## src/hw/rtl/cube_vertex_transform_engine_defines.svh

```systemverilog
// ---------------------------------------------------------------------------
// Assertion macros shared by the cube vertex transform engine
// ---------------------------------------------------------------------------
`ifndef CUBE_VERTEX_TRANSFORM_ENGINE_DEFINES_SVH
`define CUBE_VERTEX_TRANSFORM_ENGINE_DEFINES_SVH

// same-cycle implication, clk and rst_n taken from the enclosing module
`define CVTE_ASSERT_NOW(lbl, ant, con) \
  lbl: assert property (@(posedge clk) disable iff (!rst_n) (ant) |-> (con)) \
    else $error("cvte assertion failed");

// next-cycle implication
`define CVTE_ASSERT_NEXT(lbl, ant, con) \
  lbl: assert property (@(posedge clk) disable iff (!rst_n) (ant) |=> (con)) \
    else $error("cvte assertion failed");

`endif

```

## src/hw/rtl/cvte_pkg.sv

```systemverilog
// ---------------------------------------------------------------------------
// cvte_pkg
// Types, constants and arithmetic helpers for the cube vertex transform engine.
// ---------------------------------------------------------------------------
package cvte_pkg;

  localparam int COORD_WIDTH = 24;
  localparam int DW   = COORD_WIDTH + 1;    // vertex minus centroid
  localparam int PW   = DW + 17;            // difference times 17-bit factor
  localparam int SW   = COORD_WIDTH + 3;    // sum of eight coordinates
  localparam int WIDE = (COORD_WIDTH + 34 > 58) ? COORD_WIDTH + 34 : 58;
  localparam int NUM_VERT = 8;
  localparam int NUM_EDGE = 12;

  typedef logic signed [COORD_WIDTH-1:0] coord_t;

  typedef enum logic [2:0] {
    KIND_BUILD = 3'd0,
    KIND_TRANS = 3'd1,
    KIND_SCALE = 3'd2,
    KIND_ROT_X = 3'd3,
    KIND_ROT_Y = 3'd4,
    KIND_ROT_Z = 3'd5,
    KIND_DRAW  = 3'd6
  } kind_t;

  typedef enum logic [2:0] {
    ST_IDLE,
    ST_XLAT1,
    ST_XLAT2,
    ST_CENT,
    ST_PASS,
    ST_BUILD,
    ST_DRAW_RD,
    ST_DRAW_WR
  } state_t;

  typedef struct packed {
    logic [2:0]         kind;
    logic signed [23:0] distance;
    logic signed [15:0] cos_a;
    logic signed [15:0] sin_a;
    logic signed [15:0] cos_b;
    logic signed [15:0] sin_b;
    logic [15:0]        scale_x;
    logic [15:0]        scale_y;
    logic [15:0]        scale_z;
  } in_req_t;

  typedef struct packed {
    coord_t start_x;
    coord_t start_y;
    coord_t start_z;
    coord_t end_x;
    coord_t end_y;
    coord_t end_z;
    logic   last_edge;
  } out_resp_t;

  typedef struct packed {
    coord_t x;
    coord_t y;
    coord_t z;
  } vert_t;

  // start index in bits 5..3, end index in bits 2..0
  localparam logic [5:0] EDGE_TABLE [NUM_EDGE] = '{
    6'o01, 6'o12, 6'o23, 6'o30, 6'o45, 6'o56,
    6'o67, 6'o74, 6'o04, 6'o15, 6'o26, 6'o37
  };

  localparam logic signed [WIDE-1:0] CMAX =
    {{(WIDE-COORD_WIDTH+1){1'b0}}, {(COORD_WIDTH-1){1'b1}}};
  localparam logic signed [WIDE-1:0] CMIN = ~CMAX;

  function automatic coord_t sat_coord(input logic signed [WIDE-1:0] v);
    if (v > CMAX) return CMAX[COORD_WIDTH-1:0];
    if (v < CMIN) return CMIN[COORD_WIDTH-1:0];
    return v[COORD_WIDTH-1:0];
  endfunction

  // round half up, then floor
  function automatic logic signed [WIDE-1:0] rnd_shr(input logic signed [WIDE-1:0] v,
                                                     input logic [4:0] sh);
    logic signed [WIDE-1:0] half;
    half = {{(WIDE-1){1'b0}}, 1'b1} << (sh - 5'd1);
    return (v + half) >>> sh;
  endfunction

  function automatic coord_t half_side(input logic [22:0] side);
    return sat_coord(WIDE'(signed'({1'b0, side[22:1]})));
  endfunction

  function automatic vert_t cube_corner(input logic [2:0] idx, input coord_t h);
    vert_t v;
    v.x = (idx[1:0] == 2'd1 || idx[1:0] == 2'd2) ? h : -h;
    v.y = idx[2] ? h : -h;
    v.z = (idx[1] == 1'b0) ? h : -h;
    return v;
  endfunction

  localparam logic [22:0] SIDE_RESET = 23'd15360;
  localparam coord_t RESET_HALF = half_side(SIDE_RESET);

endpackage

```

## src/hw/rtl/cvte_vert_mem.sv

```systemverilog
// ---------------------------------------------------------------------------
// cvte_vert_mem
// Eight-entry vertex store, one write port and two registered read ports.
// An entry never written since reset reads as its reset cube corner.
// ---------------------------------------------------------------------------
module cvte_vert_mem (
  input  logic                 clk,
  input  logic                 rst_n,
  input  logic                 wr_en,
  input  logic [2:0]           wr_addr,
  input  cvte_pkg::vert_t      wr_data,
  input  logic                 rd_en,
  input  logic [2:0]           rd_addr_a,
  input  logic [2:0]           rd_addr_b,
  output cvte_pkg::vert_t      rd_data_a,
  output cvte_pkg::vert_t      rd_data_b
);

  cvte_pkg::vert_t mem [cvte_pkg::NUM_VERT];
  logic [cvte_pkg::NUM_VERT-1:0] valid_r;
  cvte_pkg::vert_t dat_a_r, dat_b_r;
  logic            vld_a_r, vld_b_r;
  logic [2:0]      adr_a_r, adr_b_r;

  always_ff @(posedge clk) begin
    if (wr_en) begin
      mem[wr_addr] <= wr_data;
    end
    if (rd_en) begin
      dat_a_r <= mem[rd_addr_a];
      dat_b_r <= mem[rd_addr_b];
      adr_a_r <= rd_addr_a;
      adr_b_r <= rd_addr_b;
    end
  end

  always_ff @(posedge clk) begin
    if (!rst_n) begin
      valid_r <= '0;
      vld_a_r <= 1'b0;
      vld_b_r <= 1'b0;
    end else begin
      if (wr_en) begin
        valid_r[wr_addr] <= 1'b1;
      end
      if (rd_en) begin
        vld_a_r <= valid_r[rd_addr_a];
        vld_b_r <= valid_r[rd_addr_b];
      end
    end
  end

  assign rd_data_a = vld_a_r ? dat_a_r : cvte_pkg::cube_corner(adr_a_r, cvte_pkg::RESET_HALF);
  assign rd_data_b = vld_b_r ? dat_b_r : cvte_pkg::cube_corner(adr_b_r, cvte_pkg::RESET_HALF);

endmodule

```

## config.mk

```make
export PLATFORM = sky130hd
export DESIGN_NAME = cvte_vert_mem
export DESIGN_NICKNAME = d
export VERILOG_FILES = /design/src/hw/rtl/cube_vertex_transform_engine_defines.svh /design/src/hw/rtl/cvte_pkg.sv /design/src/hw/rtl/cvte_vert_mem.sv
export SDC_FILE = /design/constraint.sdc
export NUM_CORES = 1
export LEC_CHECK = 0
export ABC_CLOCK_PERIOD_IN_PS = 7500
export BUFFER_PORTS_ARGS = -buffer_cell sky130_fd_sc_hd__buf_4
export CAP_MARGIN = 40
export CELL_PAD_IN_SITES_DETAIL_PLACEMENT = 0
export CELL_PAD_IN_SITES_GLOBAL_PLACEMENT = 1
export CORE_MARGIN = 5
export CORE_UTILIZATION = 45
export CTS_BUF_LIST = sky130_fd_sc_hd__clkbuf_8
export DETAILED_ROUTE_END_ITERATION = 8
export PLACE_DENSITY_LB_ADDON = 0.1
export SKIP_CTS_REPAIR_TIMING = 1
export SKIP_LAST_GASP = 1
export SLEW_MARGIN = 40
export SYNTH_ARGS = -nofsm -noshare
export SYNTH_HDL_FRONTEND = slang
export SYNTH_SLANG_ARGS = --single-unit
```

## constraint.sdc

```tcl
create_clock -name clk -period 7.5 [get_ports clk]
set_input_delay 0.75 -clock clk [delete_from_list [all_inputs] [get_ports clk]]
set_output_delay 0.75 -clock clk [all_outputs]
set_load 0.02 [all_outputs]
```

; Word level (Yosys, flattened, before mapping)
; Memory sizes are Yosys's and may differ from the RTL's. A register that Yosys moved wholly into a read port is not among the register bits.
; Cells that the tools add are included.
; Widths: inputs -> output; s select.
[totals]
memories = 1
register_bits = 16
output_inout_bits = 144
wordCells = 34
ram_bits = 576
[mem_list]
columns = name, words, width, read_ports, rd_ports_with_merged_regs, wr, line_no
row1 = mem, 8, 72, 2, 2, 1, cvte_vert_mem.sv:19  ; cvte_pkg::vert_t mem [cvte_pkg::NUM_VERT];
[classes]
magnitude_cmp = 4
bitwise = 1
reduce_logical = 3
n_eq_ne = 4
n_mux = 16
[op_table]
columns = op, n
row1 = $mux 24, 6
row2 = $mux 72, 2
row3 = $lt 3x4->1 const B, 3
row4 = $or 8x8->8, 1
row5 = $bmux 1 s3, 2
row6 = $mux 1, 5
row7 = $eq 2x1->1 const B, 2
row8 = $eq 2x2->1 const B, 2
row9 = $demux 1 s3, 1
row10 = $ge 3x1->1 const B, 1
row11 = $logic_or 1x1->1, 2
row12 = $logic_and 1x1->1, 1

; Depth between registers and ports, before layout
[logic_depth]
depth_word = 5
ltp_mapped = 6
depth_no_buf = 3

; Least setup slack after synthesis
; No wires, ideal clock.
[synth_timing]
path_type = input to register
from = input wr_addr[2]
to = memory mem[0][0] (netlist name) (enable)
path_buffers = 0
required_time_ns = 6.906
arrival_time_ns = 5.866
path_stages = 2
setup_slack_ns = 1.040
path_cell_list = nand2b_1 nor3_1
[synth_rtl]
columns = item, line_no
row1 = from (decl), cvte_vert_mem.sv:10  ; input logic [2:0] wr_addr,
row2 = to (decl), cvte_vert_mem.sv:19
; Straight into the memory's write port.

==> run metrics <==
Max Slew Vio Count 0; post-synth top area share between 60% and 70%; RSZ-0062 raised after global routing false; Layout Skew 0.0210 ns; antenna viol nets, final 0; total global-route track usage about a fifth; outcome finished clean; drt total wl 78700 um; EDFF count, synth 726; Reg clk slew, reported paths around 0.060 ns; Worst Path Required 6.75 ns; CTS sink count approximately 740; main area contributors after synthesis edfxtp_1 (67%), mux4_2 (19%), mux2_2 (5.0%); commonest non-fill, non-tap cell in the layout edfxtp_1; Core Util, Final a little over half; final-report hold violation count 0; core area ~71000 um2; # Max-Cap Violations 0; crit share post-route approximately 47%; Mapped Cells approximately 1500; Distinct cells, synth 24; met3 usage about 3.6%; Area Overhead vs Synth 15.4%; leakage roughly 13 nW; GR Layer Usage met2 about a third; Synth Warn # 0; Main synth FF type edfxtp_1; CP Class reg2out; Die H between 200 and 300 um; die width 278 um; cell internal pwr between 6 and 7 mW; I/O pin total between 200 and 250; number of global-route vias before repair 17900; WL per Instance approximately 28 um; relative slew slack 44.1%; Post-route DRC 0; CP startpoint kind flop; Initial Utilization a little under half; Final setup violation count 0; Synth Register Bits between 700 and 800; crit end category primary output; die area 77400 um2; Sw Ratio a little under a quarter; part of the Yosys area used for sequential elements between 60% and 70%; Syn Nets between 1500 and 2000; minimum clock period between 3 and 4 ns; GPL Wtd Cong about 0.72; Clock Tree Root clkbuf_8; Worst-Skew Late Latency ~0.7 ns; P_sw ~2.1 mW; synthesized area about 32000 um2; area leader, netlist edfxtp_1; Seq pwr share between 50% and 60%; global route hottest layer met2; Comb power frac approximately 10%; Final Net Count 1890; port bufs about 230; drt pass-1 iters 4; ys async rst share 0%; crit-path max FO 32; met1 Usage GRT approximately a quarter; H-tree Lvls 3; leading cell types in the layout, fill and taps excluded edfxtp_1 (726), mux4_2 (268), buf_4 (242); Clock Power Share a little under two fifths; initial DRC count 1088; Fmax around 290 MHz; GR Overflow Total 0; CTS Buffer Depth 3; Arrival @ worst endpoint between 2 and 3 ns; pin count of the biggest net entering global routing between 80 and 90; routed vias between 15000 and 20000; initial antenna violation count 4; HP Class in2reg; Setup TNS 0 ns; Final HPWL DP approximately 42000 um; Core Rows between 90 and 100; syn_area_per_cell roughly 21 um2; first-pass GRT wire length approximately 120000 um; layout cells sized above 1 between 40 and 50%; Vias per Instance ~5.7; Max VDD drop around 0.1 mV; CTS tree done; Num CTS Buffers approximately 120; Hold WS 0.271 ns; PwrDens between 200 and 250 nW/um2; Pwr Total 9.14 mW; Slew @ Worst Pin 0.839 ns
-- metrics by stage --
step	instance area (um2)	setup slack (ns)	instances
after floorplan	32400	1.04	1528
after global placement	34800	4.06	2627
after global routing	37400	3.84	2859
after detailed placement	35000	4.10	2632
final	37400	4.01	2859
after CTS	37300	3.91	2855
-- sequential cells by signal, indices dropped and copies added (netlist names) --
signal and flops:
mem 576, dat_a_r 72, dat_b_r 72, valid_r 8
adr_a_r 3, adr_b_r 3, vld_a_r 1, vld_b_r 1
-- logic make-up (layout without fill, tap and decap cells) --
kind of cell	count (synthesis)	count (layout)	synth area share [%]
flip-flops	736	736	67.9
multiplexers	442	442	25.7
AND/OR/NAND/NOR	145	145	2.22
buffers and inverters	135	514	2.84
AO/OA/AOI/OAI	68	68	1.28
XOR/XNOR	2	2	0.0541
other	0	2	0
-- power groups by stage --
| stage | registers [mW] | clock network (mW) | logic, mW |
|---|---|---|---|
| floorplan | 4.85 | 0 | 0.588 |
| global placement | 4.88 | 0 | 0.915 |
| CTS | 4.80 | 3.54 | 0.935 |
| finish | 4.79 | 3.43 | 0.916 |
| global route | 4.81 | 3.74 | 0.982 |
| detailed placement | 4.88 | 0 | 0.931 |
-- metal layers --
layer | part of all wire [%] | up-vias | wire length, um
li1 | - | 6976 | -
met1 | 41 | 8729 | 32300
met2 | 52 | 404 | 40800
met3 | 4.9 | 109 | 3890
met4 | 2.1 | 4 | 1640
met5 | 0.043 | - | 34
-- area by class of cell --
class	instances	area (um2)
timing repair buffer	263	2170
sequential	736	22000
tap	950	1190
clock inverter	103	711
inverter	28	105
multi-input combinational	657	9530
clock buffer	120	1650
antenna	2	5.00
fill	5739	34100
-- cell usage after synthesis (10+ instances only) --
library cell,instances
and2_1,54
inv_1,28
mux4_2,268
nand2_1,64
buf_6,10
mux2_2,144
a21o_1,22
nand2b_1,13
edfxtp_1,726
a21oi_1,30
nor2_1,10
dfxtp_1,10
mux4_1,22
clkbuf_1,54
buf_2,18
buf_12,18
-- critical path, cell delays in order (launching register included) --
cell      delay, ns
dfxtp_4        0.68
buf_12         0.29
nand2b_1       0.55
nand2_1        0.27
buf_4          0.24
-- path summary, 6_finish.rpt --
check                                from                      end  slack, ns  cells past startpoint
setup / recovery     vld_b_r$_SDFFE_PN0P_            rd_data_b[17]       4.01                      4
hold / removal                wr_data[34]     mem[2][34]$_DFFE_PP_       0.27                      1
setup reg to reg     vld_a_r$_SDFFE_PN0P_     vld_a_r$_SDFFE_PN0P_       6.00                      3
hold reg to reg   valid_r[5]$_SDFFE_PN0P_  valid_r[5]$_SDFFE_PN0P_       0.49                      1
Note: power is estimated with default switching activity, not from simulation.
